### src/design/tme_pkg.sv
package tme_pkg;

    // Instruction encodings as they arrive on the input channel
    localparam logic [3:0] OP_LEFT  = 4'd0;
    localparam logic [3:0] OP_RIGHT = 4'd1;
    localparam logic [3:0] OP_READ  = 4'd2;
    localparam logic [3:0] OP_OUT   = 4'd3;
    localparam logic [3:0] OP_SUB   = 4'd4;
    localparam logic [3:0] OP_ADD   = 4'd5;
    localparam logic [3:0] OP_OPEN  = 4'd6;
    localparam logic [3:0] OP_CLOSE = 4'd7;
    localparam logic [3:0] OP_END   = 4'd8;

    localparam logic [1:0] ST_RUN  = 2'd0;
    localparam logic [1:0] ST_HALT = 2'd1;
    localparam logic [1:0] ST_BAD  = 2'd2;

    localparam int QUEUE_DEPTH = 4;
    localparam int QPTR_W      = $clog2(QUEUE_DEPTH);
    localparam int QCNT_W      = $clog2(QUEUE_DEPTH + 1);

    typedef enum logic [3:0] {
        K_LEFT  = 4'd0,
        K_RIGHT = 4'd1,
        K_READ  = 4'd2,
        K_WRITE = 4'd3,
        K_SUB   = 4'd4,
        K_ADD   = 4'd5,
        K_OPEN  = 4'd6,
        K_CLOSE = 4'd7,
        K_END   = 4'd8,
        K_BAD   = 4'd9
    } kind_t;

    // Decoded instruction handed from the front to the back
    typedef struct packed {
        kind_t       kind;
        logic [15:0] tgt_next;   // jump target plus one, already wrapped
        logic [8:0]  rd_val;
    } entry_t;

endpackage

### src/design/tme_queue.sv
module tme_queue (
    input  logic                       aclk,
    input  logic                       aresetn,
    input  logic                       push,
    input  tme_pkg::entry_t            push_data,
    input  logic                       pop,
    output logic                       head_valid,
    output tme_pkg::entry_t            head_data,
    output logic [tme_pkg::QCNT_W-1:0] count
);
    import tme_pkg::*;

    entry_t              slot_reg [QUEUE_DEPTH];
    logic [QPTR_W-1:0]   wr_ptr_reg;
    logic [QPTR_W-1:0]   rd_ptr_reg;
    logic [QCNT_W-1:0]   count_reg;
    logic [QCNT_W-1:0]   count_next;

    assign head_valid = (count_reg != '0);
    assign head_data  = slot_reg[rd_ptr_reg];
    assign count      = count_reg;

    always_comb begin
        count_next = count_reg;
        if (push && !pop) begin
            count_next = count_reg + 1'b1;
        end else if (pop && !push) begin
            count_next = count_reg - 1'b1;
        end
    end

    always_ff @(posedge aclk) begin
        if (!aresetn) begin
            wr_ptr_reg <= '0;
            rd_ptr_reg <= '0;
            count_reg  <= '0;
        end else begin
            if (push) begin
                wr_ptr_reg <= wr_ptr_reg + 1'b1;
            end
            if (pop) begin
                rd_ptr_reg <= rd_ptr_reg + 1'b1;
            end
            count_reg <= count_next;
        end
    end

    always_ff @(posedge aclk) begin
        if (push) begin
            slot_reg[wr_ptr_reg] <= push_data;
        end
    end

endmodule

### config.mk
export PLATFORM = sky130hd
export DESIGN_NAME = tme_queue
export DESIGN_NICKNAME = d
export VERILOG_FILES = /design/src/design/tme_pkg.sv /design/src/design/tme_queue.sv
export SDC_FILE = /design/constraint.sdc
export NUM_CORES = 1
export LEC_CHECK = 0
export BUFFER_PORTS_ARGS = -buffer_cell sky130_fd_sc_hd__buf_4
export CELL_PAD_IN_SITES_DETAIL_PLACEMENT = 0
export CELL_PAD_IN_SITES_GLOBAL_PLACEMENT = 2
export CORE_MARGIN = 8
export CORE_UTILIZATION = 44
export CTS_CLUSTER_SIZE = 14
export DETAILED_ROUTE_END_ITERATION = 8
export HOLD_SLACK_MARGIN = 0.02
export MAX_ROUTING_LAYER = met4
export PLACE_DENSITY = 0.89
export REMOVE_ABC_BUFFERS = 1
export SYNTH_ARGS = -nofsm -noshare
export SYNTH_HDL_FRONTEND = slang
export SYNTH_SLANG_ARGS = --single-unit
### constraint.sdc
create_clock -name aclk -period 2.5 [get_ports aclk]
set_clock_uncertainty 0.2 [all_clocks]
set_input_delay 0.375 -clock aclk [delete_from_list [all_inputs] [get_ports aclk]]
set_output_delay 0.375 -clock aclk [all_outputs]
set_load 0.02 [all_outputs]
Word level (Yosys, flattened, before mapping)
Memories as Yosys holds them, arrays and structs flattened. A register that Yosys moved wholly into a read port is not among the register bits.
Index checks and enable logic that the tools add are counted.
W data, S select, Z words.
{ "op_classes": {"muxes": 6, "reduce_logical": 6, "addsub": 4} }
{ "ops": {"columns": ["op", "count"], "rows": [
  ["$mux W3", 2],
  ["$add A2 B1 Y2 const B", 2],
  ["$mux W2", 2],
  ["$add A3 B1 Y3 const B", 1],
  ["$reduce_bool A3 Y1", 1],
  ["$sub A3 B1 Y3 const B", 1],
  ["$logic_and A1 B1 Y1", 2],
  ["$logic_not A1 Y1", 2],
  ["$mux W1", 2],
  ["$reduce_bool A2 Y1", 1]
]} }
{ "word_totals": {"inputBits": 33, "reg_bits": 7, "mem_count": 1, "output_inout_bits": 33, "ram_bits": 116} }
{ "memory_table": {"columns": ["name", "words", "width", "read_ports", "rd_ports_with_merged_regs", "wr", "line_no", "source"], "rows": [
  ["slot_reg", 4, 29, 1, 1, 1, "tme_queue.sv:13", "entry_t slot_reg [QUEUE_DEPTH];"]
]} }

Logic depth before layout (Yosys ltp)
Gate-level depths: netlist of the first run.
{ "depth": {"word_depth": 4, "mapped_depth": 7, "ltp_nobuf": 7} }

Worst setup path after synthesis of the first run
OpenSTA, ideal clock, no wires.
{ "synth_timing": {"kind": "in2reg", "from": "in pop", "to": "reg count_reg[2], in the netlist count[2]", "path_stages": 7, "path_slack_ns": 0.648, "t_required_ns": 2.224, "path_buffers": 0, "t_arrival_ns": 1.576, "path_cell_list": "inv_1 -> ha_1 -> inv_1 -> fa_1 -> xor2_1 -> or3_1 -> a21boi_0"} }
{ "synth_between": {"elab_chain_len": 3, "elab_cells_between_ends": 5, "classes_between": "mux (1); reduce/logical (4)"} }
{ "synth_rtl": {"columns": ["element", "line_no", "source"], "rows": [
  ["start: declaration", "tme_queue.sv:6", "input logic pop,"],
  ["$logic_not A1 Y1", "tme_queue.sv:25", "if (push && !pop) begin"],
  ["$logic_and A1 B1 Y1", "tme_queue.sv:25", null],
  ["$mux W3 or $reduce_bool A2 Y1 (tied branches)", null, null],
  ["end signal: assignment", "tme_queue.sv:44", "count_reg <= count_next;"],
  ["end: declaration", "tme_queue.sv:16", "logic [QCNT_W-1:0] count_reg;"]
]} }
Parallel ways exist; a longest one is shown, timed or not.
A chain may end at the register's enable or synchronous reset.

==> impl_metrics.ini, run 1 <==
[yosys]
ys_types = 21
synth_area_per_cell_um2 = 24.0
synthCells = 193
yosysWarningCount = 0
synth-async-reset-ratio = 0
syn-cell-area_mm2 = 0.00463
ys_seq_elements = 125
ys_top_cells_by_area = edfxtp_1 75%, mux4_2 14%, dfxtp_1 3.9%
synth-simple-area-share = 0.0184
synth-compound-area-share = 0.00270
synth_top_area_cell = edfxtp_1
synth.top_cell.area_share = 0.752
synth-adder-area-share = 0.0178
synthTopCellsByCount = 116 x edfxtp_1, 28 x mux4_2, 9 x and2_1, 9 x dfxtp_1, 5 x ha_1
yosysMostFrequentCell = edfxtp_1
yosysSeqAreaShare = 0.791
synth_top_family_by_area = multiplexers
synthMuxAreaShare = 0.146
synth_edf_count = 116
synth_top_flop_cell = edfxtp_1
synth-xor-area-share = 0.00945

[worst_setup_path]
worstPathRequired_ns = 1.92
path_cells = buf_4 > mux4_2 > buf_4
end_kind = output port
critPathLaunchType = flop
critical_path.most_common_cell = buf_4
slowest_delay_ns = 0.58
critPathMaxFanout = 15
cp_data_arrival_time_ns = 1.87
worstSetupPathType = flop to output port
critPathSlowestCell = mux4_2

[routing]
first_pass_iters = 4
remaining_drc_errors = 0
num_vias = 2254
drtIter0Drc = 153
vias_per_cell = 4.91
drtAntennaViolNets = 0
wirelength_um = 8310
wire_per_inst_um = 18.1

[die]
die-area_mm2 = 0.0141
core_mm2 = 0.0103
die_w_um = 119
pin_count = 66
die_height_um = 119
initial_core_util = 0.451
row_count = 37

[timing]
hold_violations = 0
period_minus_slack_ns = 2.44
max_freq_mhz = 409
setup_viol = 0
hold_ws_ns = 0.343
slew_headroom = 0.693
period_share = 0.977
rsz0062_at_grt = true
max_slew.worst_pin.slew_ns = 0.461
finalMaxSlewViolations = 0

[placed_design]
gp_congestion = 0.676
portBuffers = 65
place_hpwl_um = 5020

[power_and_ir_drop]
powerDensity_mw_per_mm2 = 867
switchingPower_mw = 1.25
ir_drop_uv = 400
pwr-share-seq = 0.450
p_int_mw = 4.16
clockPowerShare = 0.429
pwr-share-comb = 0.121
sw_frac_of_total = 0.232
leakagePower_nw = 2.20
finalPower_mw = 5.41

[finish]
nNetsFinal = 349
area_growth_syn_to_layout_pct = 34.7
nFillCells = 728
seqCellArea_mm2 = 0.00366
multi_input_area_um2 = 906
drive_gt1_frac = 0.418
num_antenna_cells = 0
largest_reg_flops = 116

[global_routing]
grt_use_total = 0.128
grt_pass1_vias = 2536
grt_max_degree = 30
grt_pass1_wl_um = 13500
antenna_found_initial = 0
overflow = 0

[clock_tree]
cts-buffers-inserted = 17
clockRootBuffer = clkbuf_8
htree_levels = 4
insertion_delay_ns = 0.49
cts_buffer_depth = 2
clkSlewWorstSetupHoldPaths_ns = 0.06
cts_tree = built
clock-sinks = 125

[status]
status = complete, no violations

[job]
cap_viol_max_count = 0

[worst_hold_path]
hp-class = flop to flop
==> cell families (layout without fill, tap and decap cells) <==
group / after synthesis / count (layout)
adders and majority gates: 6 / 6
DFF: 125 / 125
AOI/OAI and AO/OA: 2 / 2
muxes: 31 / 31
and+or+nand+nor: 14 / 14
xor gates and xnor gates: 5 / 5
buffers and inverters: 10 / 140
==> final cells by class <==
| class | instances | share of cell area |
|---|---|---|
| clock buffers | 17 | 0.0664 |
| clock inverters | 15 | 0.0257 |
| inverters | 4 | 0.00241 |
| multi-input cells | 58 | 0.145 |
| flip-flops and latches | 125 | 0.587 |
| well taps | 136 | 0.0273 |
| repair buffers | 104 | 0.146 |
==> metal layers <==
metal,global-route usage,vias up,part of all wire
met1,0.147,1153,0.45
li1,-,1036,-
met5,-,-,0
met3,0.0533,5,0.048
met2,0.201,60,0.50
met4,0.0403,0,0.0048
==> final timing paths <==
kind | from | depth (start not counted) | endpoint | slack (ns)
min | count[2]$_SDFFE_PN0P_ | 2 | count[2]$_SDFFE_PN0P_ | 0.34
max | flop | 3 | head_data[12] | 0.06
max reg2reg | wr_ptr_reg[0]$_SDFFE_PN0P_ | 4 | slot_reg[0][15]$_DFFE_PP_ | 0.77
min reg2reg | count[2]$_SDFFE_PN0P_ | 2 | count[2]$_SDFFE_PN0P_ | 0.34
==> repair_timing <==
action / in CTS / in global routing
hold endpoints to repair: 125 / 0
setup buffers: 0 / 0
resized for setup: 0 / 0
endpoints found under the setup margin: 0 / 22
hold buffers: 32 / 0
==> worst max-delay path, delay by kind of cell, from the launching register on <==
family | cells | cell delay [ns]
buffers and inverters | 2 | 0.48
DFF | 1 | 0.32
muxes | 1 | 0.58
==> through the flow <==
step / instances / instance area, um^2 / setup TNS, ns / worst slack, ns / utilization
6_report: 459 / 6240 / 0 / 0.0572 / 0.607
3_5_place_dp: 395 / 5350 / 0 / 0.439 / 0.520
2_1_floorplan: 187 / 4580 / -3.47 / -0.207 / -
5_1_grt: 459 / 6240 / -0.572 / -0.0555 / 0.607
4_1_cts: 459 / 6240 / 0 / 0.00368 / 0.607
3_3_place_gp: 395 / 5350 / 0 / 0.481 / 0.520
==> layout by cell type (no fill, tap or decap), drive strengths merged <==
master       count
edfxtp         116
buf             72
dlygate4sd3     32
mux4            29
clkbuf          17
dfxtp            9
and2             9
inv              9
ha               5
clkinv           5
xor2             3
clkinvlp         3
or3              2
xnor2            2
mux2i            2
nor2b            2
bufinv           2
nand2            1
o21ai            1
a21boi           1
fa               1
==> power groups by stage <==
stage	clock network, mW	logic [mW]	registers, mW
global route	2.47	0.704	2.44
global placement	0	0.618	2.47
detailed placement	0	0.625	2.48
floorplan	0	0.306	2.51
CTS	2.37	0.668	2.44
finish	2.32	0.652	2.43
(Power assumes the default switching activity.)
==> run 2, diff against run 1 <==
BUFFER_PORTS_ARGS = default   (was -buffer_cell sky130_fd_sc_hd__buf_4)
CORE_UTILIZATION = 48   (was 44)
DONT_BUFFER_PORTS = 1   (was default)
PLACE_DENSITY = 0.87   (was 0.89)
==> run 2 against run 1 <==
Register-to-register slack got worse by 0.06 ns. Clock power up 4%. Sequential share of layout area up 4.7 points. Hold slack lost 0.23 ns. Count of clock-buffer cells in the layout up 9. Highest routed layer unchanged.
==> impl_metrics.ini, run 2 (same netlist as run 1, synthesis figures left out) <==
[status]
status = complete, no violations

[finish]
final_util = 0.605
design_area_mm2 = 0.00578
nNetsFinal = 284
largest_reg_flops = 116
final_cells = 391
drive_gt1_frac = 0.256
num_antenna_cells = 0
area_growth_syn_to_layout_pct = 24.8
layout_commonest_cell = edfxtp_1
final_cell_mix = 116 x edfxtp_1, 32 x dlygate4sd3_1, 28 x mux4_2

[timing]
worst_slack_ns = 0.144
period_minus_slack_ns = 2.36
setup_viol = 0
max_slew.worst_pin.slew_ns = 0.456
tns_ns = 0
finalMaxSlewViolations = 0
hold_violations = 0
rsz0062_at_grt = false
period_share = 0.942
max_freq_mhz = 425
slew_headroom = 0.696
hold_ws_ns = 0.110

[worst_setup_path]
worstSetupPathType = flop to output port
cp_data_arrival_time_ns = 1.78
end_kind = output port
path_cells = buf_12 > mux4_1
critPathMaxFanout = 22
r2r_cells = 4
critPathLaunchType = flop
worstPathRequired_ns = 1.92
slowest_delay_ns = 0.71
rr_startpoint = count[0]$_SDFFE_PN0P_
r2r_slack_ns = 0.71
critPathSlowestCell = mux4_1
r2r_end = count[2]$_SDFFE_PN0P_

[worst_hold_path]
hp-class = primary input to flop
hold_path_depth = 3
worstHoldStart = push
hold_end = count[1]$_SDFFE_PN0P_

[die]
core_mm2 = 0.00955
pin_count = 66
initial_core_util = 0.485
die_w_um = 114
row_count = 36
die_height_um = 114
die-area_mm2 = 0.0130

[clock_tree]
clock-sinks = 125
insertion_delay_ns = 0.51
clockRootBuffer = clkbuf_8
postCtsHoldBufs = 32
cts_setup_buffers = 0
htree_levels = 4
cts_buffer_depth = 2
cts_tree = built
ctsResizeCount = 0
cts-buffers-inserted = 17
clkSlewWorstSetupHoldPaths_ns = 0.05

[routing]
wire_per_inst_um = 21.6
num_vias = 2057
wirelength_um = 8440
drtAntennaViolNets = 0
remaining_drc_errors = 0
vias_per_cell = 5.26
drtIter0Drc = 144
first_pass_iters = 4

[global_routing]
overflow = 0
grt_pass1_wl_um = 13100
grt_max_degree = 30
grt_use_total = 0.143
grt_pass1_vias = 2305
antenna_found_initial = 0

[placed_design]
gp_congestion = 0.675
dp_slack_ns = 0.560
portBuffers = 0
dp.cells = 327
place_area_mm2 = 0.00487
place_hpwl_um = 4970

[power_and_ir_drop]
powerDensity_mw_per_mm2 = 927
pwr-share-comb = 0.092
sw_frac_of_total = 0.212
p_int_mw = 4.22
pwr-share-seq = 0.457
ir_drop_uv = 475
finalPower_mw = 5.36
leakagePower_nw = 1.91
switchingPower_mw = 1.13
clockPowerShare = 0.451

[job]
cap_viol_max_count = 0
## run 2: worst max path at each step
stage                       endpoint  cells after the start
2_1_floorplan          head_data[26]                      1
3_3_place_gp   count[2]$_SDFFE_PN0P_                      7
3_5_place_dp   count[2]$_SDFFE_PN0P_                      7
4_1_cts                head_data[26]                      2
5_1_grt                head_data[26]                      2
6_report               head_data[26]                      2
## run 2: critical path: cells and delay by family, from the launching register on
family | cells | cell delay (ns)
buf+inv | 1 | 0.21
mux | 1 | 0.71
flops | 1 | 0.35
## run 2: layout make-up
type	count	area, um^2
multi-input cells	58	906
inverters	4	15.0
well taps	133	166
flip-flops and latches	125	3660
repair buffers	39	435
clock buffers	26	488
clock inverters	6	106
fillers	709	3770
## run 2: metal layers
metal | global-route usage | vias up | routed length [um]
met3 | 0.0585 | 11 | 530
met5 | - | - | 0
li1 | - | 901 | -
met2 | 0.212 | 66 | 4180
met1 | 0.172 | 1079 | 3600
met4 | 0.0559 | 0 | 131
## run 2: power by group through the flow
stage,Clock [mW],Combinational [mW],Sequential (mW)
after global placement,0,0.439,2.49
after CTS,2.46,0.505,2.45
final,2.42,0.492,2.45
after floorplan,0,0.306,2.51
after detailed placement,0,0.443,2.49
after global routing,2.55,0.528,2.46
