[src/design/tme_pkg.sv]
package tme_pkg;

    // Instruction encodings as they arrive on the input channel
    localparam logic [3:0] OP_LEFT  = 4'd0;
    localparam logic [3:0] OP_RIGHT = 4'd1;
    localparam logic [3:0] OP_READ  = 4'd2;
    localparam logic [3:0] OP_OUT   = 4'd3;
    localparam logic [3:0] OP_SUB   = 4'd4;
    localparam logic [3:0] OP_ADD   = 4'd5;
    localparam logic [3:0] OP_OPEN  = 4'd6;
    localparam logic [3:0] OP_CLOSE = 4'd7;
    localparam logic [3:0] OP_END   = 4'd8;

    localparam logic [1:0] ST_RUN  = 2'd0;
    localparam logic [1:0] ST_HALT = 2'd1;
    localparam logic [1:0] ST_BAD  = 2'd2;

    localparam int QUEUE_DEPTH = 4;
    localparam int QPTR_W      = $clog2(QUEUE_DEPTH);
    localparam int QCNT_W      = $clog2(QUEUE_DEPTH + 1);

    typedef enum logic [3:0] {
        K_LEFT  = 4'd0,
        K_RIGHT = 4'd1,
        K_READ  = 4'd2,
        K_WRITE = 4'd3,
        K_SUB   = 4'd4,
        K_ADD   = 4'd5,
        K_OPEN  = 4'd6,
        K_CLOSE = 4'd7,
        K_END   = 4'd8,
        K_BAD   = 4'd9
    } kind_t;

    // Decoded instruction handed from the front to the back
    typedef struct packed {
        kind_t       kind;
        logic [15:0] tgt_next;   // jump target plus one, already wrapped
        logic [8:0]  rd_val;
    } entry_t;

endpackage

[src/design/tme_front.sv]
module tme_front #(
    parameter int PROGRAM_DEPTH = 65536
) (
    input  logic                     aclk,
    input  logic                     aresetn,
    input  logic                     s_valid,
    output logic                     s_ready,
    input  logic [3:0]               s_op_code,
    input  logic [15:0]              s_jump_target,
    input  logic signed [8:0]        s_read_value,
    input  logic                     clear_busy,
    input  logic [tme_pkg::QCNT_W-1:0] q_count,
    output logic                     push,
    output tme_pkg::entry_t          push_data
);
    import tme_pkg::*;

    logic              f_valid_reg;
    kind_t             f_kind_reg;
    logic [8:0]        f_rd_reg;
    logic [16:0]       f_t1_reg;
    logic [16:0]       t1;
    logic [15:0]       red_tgt;
    kind_t             kind;
    logic [QCNT_W:0]   used;
    logic              accept;

    // Count items already committed to the queue so a new beat always finds room
    assign used    = {1'b0, q_count} + (QCNT_W + 1)'(f_valid_reg);
    assign s_ready = !clear_busy && (used < (QCNT_W + 1)'(QUEUE_DEPTH));
    assign accept  = s_valid && s_ready;
    assign t1      = {1'b0, s_jump_target} + 17'd1;

    always_comb begin
        case (s_op_code)
            OP_LEFT:  kind = K_LEFT;
            OP_RIGHT: kind = K_RIGHT;
            OP_READ:  kind = K_READ;
            OP_OUT:   kind = K_WRITE;
            OP_SUB:   kind = K_SUB;
            OP_ADD:   kind = K_ADD;
            OP_OPEN:  kind = K_OPEN;
            OP_CLOSE: kind = K_CLOSE;
            OP_END:   kind = K_END;
            default:  kind = K_BAD;
        endcase
    end

    always_ff @(posedge aclk) begin
        if (!aresetn) begin
            f_valid_reg <= 1'b0;
        end else begin
            f_valid_reg <= accept;
        end
    end

    always_ff @(posedge aclk) begin
        if (accept) begin
            f_kind_reg <= kind;
            f_rd_reg   <= s_read_value;
            f_t1_reg   <= t1;
        end
    end

    // Wrap target plus one into the program space
    generate
        if (PROGRAM_DEPTH > 65536) begin : g_wide
            assign red_tgt = f_t1_reg[15:0];
        end else if ((PROGRAM_DEPTH & (PROGRAM_DEPTH - 1)) == 0) begin : g_pow2
            localparam logic [16:0] MASK = 17'(PROGRAM_DEPTH - 1);
            logic [16:0] masked;
            assign masked  = f_t1_reg & MASK;
            assign red_tgt = masked[15:0];
        end else begin : g_recip
            localparam int          SH    = 17 + $clog2(PROGRAM_DEPTH);
            localparam logic [63:0] MUL_K = ((64'd1 << SH) + 64'(PROGRAM_DEPTH) - 64'd1)
                                            / 64'(PROGRAM_DEPTH);
            localparam logic [16:0] DEP   = 17'(PROGRAM_DEPTH);
            logic [34:0] prod;
            logic [16:0] f_quo_reg;
            logic [33:0] qd;
            logic [16:0] rem;
            logic [16:0] rem_fix;

            // Quotient by reciprocal on the way in, remainder on the way out
            assign prod = 35'(t1) * 35'(MUL_K[17:0]);

            always_ff @(posedge aclk) begin
                if (accept) begin
                    f_quo_reg <= 17'(prod >> SH);
                end
            end

            assign qd      = 34'(f_quo_reg) * 34'(DEP);
            assign rem     = f_t1_reg - qd[16:0];
            assign rem_fix = (rem >= DEP) ? (rem - DEP) : rem;
            assign red_tgt = rem_fix[15:0];
        end
    endgenerate

    assign push               = f_valid_reg;
    assign push_data.kind     = f_kind_reg;
    assign push_data.tgt_next = red_tgt;
    assign push_data.rd_val   = f_rd_reg;

endmodule

[config.mk]
export PLATFORM = sky130hd
export DESIGN_NAME = tme_front
export DESIGN_NICKNAME = d
export VERILOG_FILES = /design/src/design/tme_pkg.sv /design/src/design/tme_front.sv
export SDC_FILE = /design/constraint.sdc
export NUM_CORES = 1
export LEC_CHECK = 0
export BUFFER_PORTS_ARGS = -buffer_cell sky130_fd_sc_hd__buf_2
export CAP_MARGIN = 20
export CORE_ASPECT_RATIO = 1.25
export CORE_MARGIN = 8
export CORE_UTILIZATION = 40
export CTS_CLUSTER_DIAMETER = 50
export DETAILED_ROUTE_END_ITERATION = 10
export HOLD_SLACK_MARGIN = 0.03
export PLACE_DENSITY = 0.7
export SLEW_MARGIN = 10
export SYNTH_ARGS = -nofsm -noshare
export SYNTH_HDL_FRONTEND = slang
export SYNTH_SLANG_ARGS = --single-unit
[constraint.sdc]
create_clock -name aclk -period 2.89 [get_ports aclk]
set_clock_uncertainty 0.15 [all_clocks]
set_input_delay 0.1445 -clock aclk [delete_from_list [all_inputs] [get_ports aclk]]
set_output_delay 0.1445 -clock aclk [all_outputs]
set_load 0.02 [all_outputs]
* After elaboration in Yosys (flattened, before gate mapping) *
Memories as Yosys holds them, arrays and structs flattened. A register that Yosys moved wholly into a read port is not among the register bits.
Index checks and enable logic that the tools add are counted.

storage, ports and cells
  register bits = 26
  bits in read-only memories = 64
  memories = 1

memories
  name              words  width  rd ports  clocked after Yosys merged registers in  wr ports  RTL line         text
  (name not given)  16     4      1         1                                        0         tme_front.sv:35  case (s_op_code)

cells by class
  add/subtract/negate cells = 2
  $lt $le $gt $ge = 1
  reductions and logical operators = 3

operators by type and width
  cell                     count
  $add A16 B1 Y16 const B  1
  $add A3 B1 Y4            1
  $lt A4 B3 Y1 const B     1
  $logic_and A1 B1 Y1      2
  $logic_not A1 Y1         1

* Depth between registers and ports, before layout *
Gate-level depths: netlist of the first run.

  depth after elaboration = 4
  depth in mapped cells = 4
  gate-level depth less buffers = 4

* Worst setup path after synthesis of the first run *
OpenSTA, ideal clock, no wires.

  path type = register to register
  from = register f_valid_reg (netlist: push)
  to = register f_kind_reg[0], enable pin
  setup time = 0.388 ns
  data arrival time = 1.931 ns
  data required time = 2.352 ns
  path slack = 0.420 ns
  stages on the path, launching flop included = 3
  period minus slack after synthesis = 2.470 ns
  path through = dfxtp_1 a311oi_1 and2_1

between the ends
  longest elaborated chain between the ends = 4

ends and longest elaborated chain
  element                 RTL line         text
  from (decl)             tme_front.sv:18  logic f_valid_reg;
  from (signal assigned)  tme_front.sv:53  f_valid_reg <= accept;
  $add A3 B1 Y4           tme_front.sv:29  assign used = {1'b0, q_count} + (QCNT_W + 1)'(f_valid_reg);
  $lt A4 B3 Y1            tme_front.sv:30  assign s_ready = !clear_busy && (used < (QCNT_W + 1)'(QUEUE_DEPTH));
  $logic_and A1 B1 Y1     tme_front.sv:30
  via s_ready             tme_front.sv:7   output logic s_ready,
  $logic_and A1 B1 Y1     tme_front.sv:31  assign accept = s_valid && s_ready;
  via accept              tme_front.sv:26  logic accept;
  to (decl)               tme_front.sv:19  kind_t f_kind_reg;

The timed path passes the listed nets, and every way through them passes these cells.
A chain may end at the register's enable or synchronous reset.

* Worst setup path in the final report of the first run *
  from = input port s_jump_target[1]
  to = register f_t1_reg[10], data pin

between the ends
  longest elaborated chain between the ends = 1

ends and longest elaborated chain
  element               RTL line         text
  from (decl)           tme_front.sv:9   input logic [15:0] s_jump_target,
  $add A16 B1 Y16       tme_front.sv:32  assign t1 = {1'b0, s_jump_target} + 17'd1;
  via t1[10]            tme_front.sv:22  logic [16:0] t1;
  to (signal assigned)  tme_front.sv:61  f_t1_reg <= t1;
  to (decl)             tme_front.sv:21  logic [16:0] f_t1_reg;

The timed path passes the listed nets, and every way through them passes these cells.

==> results of run 1 <==
==> kinds of logic after synthesis <==
family,after synthesis
buf+inv,4
xor+xnor,14
fa+ha+maj,1
flops,30
simple gates,27
compound gates,2
==> worst max-delay path, cell delays in order <==
cell and delay [ps]:
dlygate4sd3_1 540, buf_2 140, ha_1 170, nand3_1 250, nor3_1 300, xor2_1 100
==> cells in the mapped netlist (2+ instances only) <==
master | count | area share [%]
nor4_2 | 4 | 4.0
xor2_1 | 10 | 7.0
nor2b_1 | 2 | 1.0
nor2_1 | 3 | 0.90
nor3_1 | 4 | 1.6
inv_1 | 4 | 1.2
xnor2_1 | 4 | 2.8
nand3_1 | 4 | 1.6
nand2_1 | 3 | 0.90
edfxtp_1 | 29 | 69
==> metal layers <==
metal	GRT usage [%]	wire length, µm
met1	13.9	1290
met2	23.2	1710
met3	5.68	314
met4	5.78	87
met5	0	0
==> through the flow <==
step	instance area, µm²	total power, mW
after global routing	1970	0.881
after floorplan	1260	0.547
after CTS	1970	0.851
after global placement	1640	0.596
after detailed placement	1640	0.600
final	1970	0.846
==> cells in the final DEF (no fill, tap or decap), types with 2 or more instances in the layout <==
master,synthesis,layout
nor2b_1,2,2
nand2_1,3,3
nor2_1,3,3
nand3_1,4,4
nor4_2,4,4
xnor2_1,4,4
buf_2,0,66
xor2_1,10,10
clkbuf_1,0,3
dlygate4sd3_1,0,28
clkbuf_4,0,5
nor3_1,4,4
inv_1,4,4
edfxtp_1,29,29
==> power groups by stage <==
stage / Combinational, mW / Sequential, mW / Clock, mW
2_1_floorplan: 0.0264 / 0.521 / 0
3_3_place_gp: 0.0914 / 0.504 / 0
3_5_place_dp: 0.0951 / 0.505 / 0
4_1_cts: 0.124 / 0.495 / 0.232
5_1_grt: 0.135 / 0.496 / 0.250
6_report: 0.125 / 0.495 / 0.226
==> layout make-up <==
type | count | area (µm²)
Inverter | 4 | 15.0
Tap cell | 36 | 45.0
Sequential cell | 30 | 891
Timing Repair Buffer | 95 | 618
Fill cell | 205 | 1000
Clock buffer | 8 | 48.8
Multi-Input combinational cell | 44 | 350
==> worst paths after layout <==
check | from | endpoint | cells past startpoint
max reg2reg | push | f_t1_reg[14] | 3
min | s_jump_target[4] | f_t1_reg[4] | 2
min reg2reg | push | f_rd_reg[1] | 3
max | s_jump_target[1] | f_t1_reg[10] | 6
==> run metrics, run 1 <==
outcome=finished clean; worst path required time=2800 ps; switching part of the total=~23%; initial antenna violation count=0; Routed Antenna Nets=0; Total Routing Usage GR=approximately 14%; total gr overflow=0; synthesized area per cell=16.1 µm²; arrival time worst endpoint=1660 ps; Top FF cell, synth=edfxtp_1; Worst-Skew Late Latency=320 ps; Post-synth EDFFs=29; Fmax=0.573 GHz; IO buf count=66; Largest register FFs=16; Final min period=~1700 ps; Synth Area in XOR/XNOR=roughly a tenth; Final #Nets=about 220; Root Driver=clkbuf_4; Critical Path Fanout Max=6; final wirelength=about 3.4 mm; Initial Util=42.3%; Die H=around 79 µm; H-tree depth=2; drt first pass iters=5; Syn Nets=approximately 120; clock-pin slew on the worst setup and hold paths=around 80 ps; Non-Filler Instances=217; Final Util=between 60 and 70%; Post-CTS Resized=0; clk buf depth=2; largest net degree at the start of global routing=30; first-pass GRT wire length=around 5.4 mm; Clk network pwr share=26.7%; largest family of logic cells by synthesized area=simple AND/OR/NAND/NOR gates; CTS Hold Bufs=28; worst hold margin=slightly below 60 ps; RSZ-0062 raised after global routing=false; routed len/inst=around 16 µm; Post-Synth Adder-Cell Area=0.996%; Worst Tran Pin Value=between 300 and 400 ps; Rel. slew slack=about three quarters; DRC Markers=0; CTS tree=yes; Yosys cell types=21; setup ws final=~1100 ps; Synth Area in Compound Gates=1.10%; Post-Place Cells=between 150 and 200; Setup Viol. Count Final=0; R2R setup slack=approximately 1200 ps; Net Sw Power=195 µW; async set-reset flop share out of synthesis=0%; vias per cell=4.76; Num CTS Buffers=5; synthesized area=0.00126 mm²; maximum VDD drop=0.000275 V; Post-CTS Setup Inserts=0; max_cap viols=0; Pleak=0.826 nW; clock sink total=30; count of pins over their slew limit=0; Core ar.=0.00297 mm²; layout cell share with drive strength beyond 1=~44%; Seq pwr share=between 50 and 60%; Hold Crit Class=in -> reg; Comb pwr share=roughly 15%; die span in x=about 66 µm; Critical Path End Type=flip-flop; sequential fraction of the synthesis area=a little under three quarters; die footprint=roughly 0.0052 mm²; num ports=67; WS Path Type=in -> reg; Cell Int Power=651 µW; simple-gate share of the synthesized area=16.0%; startpoint type of the worst setup path=input pin; synthesis-to-layout area growth=56.7%; TNS Setup=0 ps; Routability Congestion=between 0.7 and 0.8; Place WS=about 1200 ps; vias in the first global route=roughly 1,100; Synth warnings=0; multiplexer area fraction after synthesis=0%; standard-cell rows=22; Power Density=roughly 430 mW/mm²; Final HPWL DP=about 2.4 mm; Fin. Hold Viols=0; Mapped Cells=78; number of synthesized register bits=30; fin crit share=60.4%; # diodes=0; DR iter-0 viols=35; via count=1,034
(Power assumes the default switching activity.)
==> run 2, diff against run 1 <==
==> constraint.sdc (replaced) <==
create_clock -name aclk -period 1.7 [get_ports aclk]
set_clock_uncertainty 0.15 [all_clocks]
set_input_delay 0.085 -clock aclk [delete_from_list [all_inputs] [get_ports aclk]]
set_output_delay 0.085 -clock aclk [all_outputs]
set_load 0.02 [all_outputs]
==> run 2 against run 1 <==
Critical path type unchanged; largest power group unchanged; total power is 68% higher; via count is 3.6% lower; clock power is 60% higher; sequential cell count stayed put; core utilization is 1.8 points higher; combinational power is 78% higher; sequential power is 70% higher; register-to-register slack worse by 980 ps; sequential share of layout area is 1.2 points lower.
==> run metrics, run 2 (same netlist as run 1, synthesis figures left out) <==
outcome=finished clean; Pleak=0.839 nW; arrival time worst endpoint=~1600 ps; Worst-Skew Late Latency=~310 ps; vias per cell=between 4 and 5; Critical Path End Type=flip-flop; Largest register FFs=16; M3 GR Usage=just under 5%; fin crit share=a little over nine tenths; Critical Path Fanout Max=2; die footprint=roughly 0.0052 mm²; dominant delay contributor by cell family on the critical path=buffers and inverters; Power Density=about 710 mW/mm²; register area=just under 900 µm²; Die H=78.7 µm; Post-CTS Setup Inserts=0; WS Path Type=in -> reg; CTS tree=yes; drt first pass iters=4; clock sink total=30; Initial Util=42.3%; most frequent cells in the layout=66 x buf_2, 31 x dlygate4sd3_1, 29 x edfxtp_1; standard-cell rows=22; Final #Nets=approximately 220; RSZ-0062 raised after global routing=false; fillers=207; worst path cell trace=dlygate4sd3_1 -> buf_2 -> o21ai_0 -> nand2b_1 -> dlygate4sd3_1; Worst Tran Pin Value=between 300 and 400 ps; Routability Congestion=0.755; Fin. Hold Viols=0; CP peak stage delay=590 ps; Rel. slew slack=around three quarters; Bufs and invs on worst path=3; clock-pin slew on the worst setup and hold paths=around 80 ps; Final min period=1650 ps; via count=roughly 1,000; Total Routing Usage GR=12.4%; worst path required time=approximately 1600 ps; cell mode on critical path=dlygate4sd3_1; Non-Filler Instances=about 220; DRC Markers=0; startpoint type of the worst setup path=input pin; total gr overflow=0; num ports=67; global route hottest layer=met2; Fmax=0.606 GHz; Post-Place Cells=between 150 and 200; first-pass GRT wire length=between 5 and 6 mm; Num CTS Buffers=5; TNS Setup=0 ps; dpl cell area=0.00165 mm²; synthesis-to-layout area growth=60.9%; cell area after layout=approximately 0.002 mm²; Root Driver=clkbuf_4; met2 global-route usage=about a fifth; Routed Antenna Nets=0; initial antenna violation count=0; clk buf depth=2; vias in the first global route=~1,000; final wirelength=3.16 mm; Core ar.=just under 0.003 mm²; GR Layer Usage met1=12.9%; IO buf count=between 60 and 70; routed len/inst=14.4 µm; area of the multi-input gates=~380 µm²; slowest CP cell=dlygate4sd3_1; maximum VDD drop=0.000456 V; H-tree depth=2; most common cell after layout, fill and taps aside=buf_2; die span in x=~66 µm; DR iter-0 viols=46; layout cell share with drive strength beyond 1=44.8%; # diodes=0; Hold Crit Class=in -> reg; largest net degree at the start of global routing=30; count of pins over their slew limit=0; max_cap viols=0; Setup Viol. Count Final=0; worst hold margin=between 60 and 70 ps
==> run 2: cell count changes in the layout (fill, tap and decap cells not counted) <==
| cell | previous run | this run |
|---|---|---|
| clkbuf_1 | 3 | 0 |
| clkinv_1 | 0 | 3 |
| dlygate4sd3_1 | 28 | 31 |
| a311oi_1 | 1 | 0 |
| a311oi_4 | 0 | 1 |
| and2_1 | 1 | 0 |
| and2_4 | 0 | 1 |
| buf_4 | 1 | 0 |
| nand3_1 | 4 | 3 |
| nand3_2 | 0 | 1 |
| nor3_1 | 4 | 3 |
| nor3_2 | 0 | 1 |
==> run 2: where the power goes <==
part | leakage (nW) | internal (mW) | total [mW] | switching, mW
combinational | 0.535 | 0.111 | 0.222 | 0.111
sequential | 0.276 | 0.836 | 0.841 | 0.00476
clock | 0.0277 | 0.147 | 0.362 | 0.215
total | 0.839 | 1.09 | 1.42 | 0.331
==> run 2: stage by stage <==
stage / power [mW] / worst slack, ps / utilization (%)
2_1_floorplan: 0.933 / 56.0 / -
3_3_place_gp: 1.02 / 251 / 55.6
3_5_place_dp: 1.02 / 208 / 55.6
4_1_cts: 1.44 / 45.0 / 67.6
5_1_grt: 1.49 / 44.1 / 68.0
6_report: 1.42 / 51.0 / 68.0
==> run 2: worst register-to-register path, delay by kind of cell, from the launching register on <==
| kind | cells | cell delay, ps |
|---|---|---|
| buffers and inverters | 1 | 540 |
| and+or+nand+nor | 1 | 190 |
| DFF | 1 | 340 |
| AOI/OAI and AO/OA | 1 | 240 |
==> run 2: final timing paths <==
kind                    startpoint             to  slack (ps)  depth (start not counted)
setup / recovery      s_op_code[1]  f_kind_reg[0]          50                          5
hold / removal    s_jump_target[7]    f_t1_reg[7]          70                          3
setup reg to reg              push           push         190                          3
hold reg to reg               push  f_kind_reg[0]         770                          2
==> run 2: area by class of cell <==
| type | instances | share of cell area, % |
|---|---|---|
| flip-flops and latches | 30 | 44.1 |
| repair buffers | 97 | 31.7 |
| multi-input cells | 44 | 18.8 |
| well taps | 36 | 2.23 |
| clock buffers | 5 | 1.86 |
| inverters | 4 | 0.743 |
| clock inverters | 3 | 0.557 |
==> run 2: per-layer routing <==
metal / wire length (µm) / share of wire [%]
met5: 0 / 0
met1: 1190 / 38
met3: 313 / 9.9
met2: 1610 / 51
met4: 48 / 1.5
==> run 2: timing repair <==
item / 4_1_cts / 5_1_grt
setup endpoints to repair: 0 / 2
endpoints found under the hold margin: 29 / 0
hold buffers: 31 / 0
resized for setup: 0 / 2
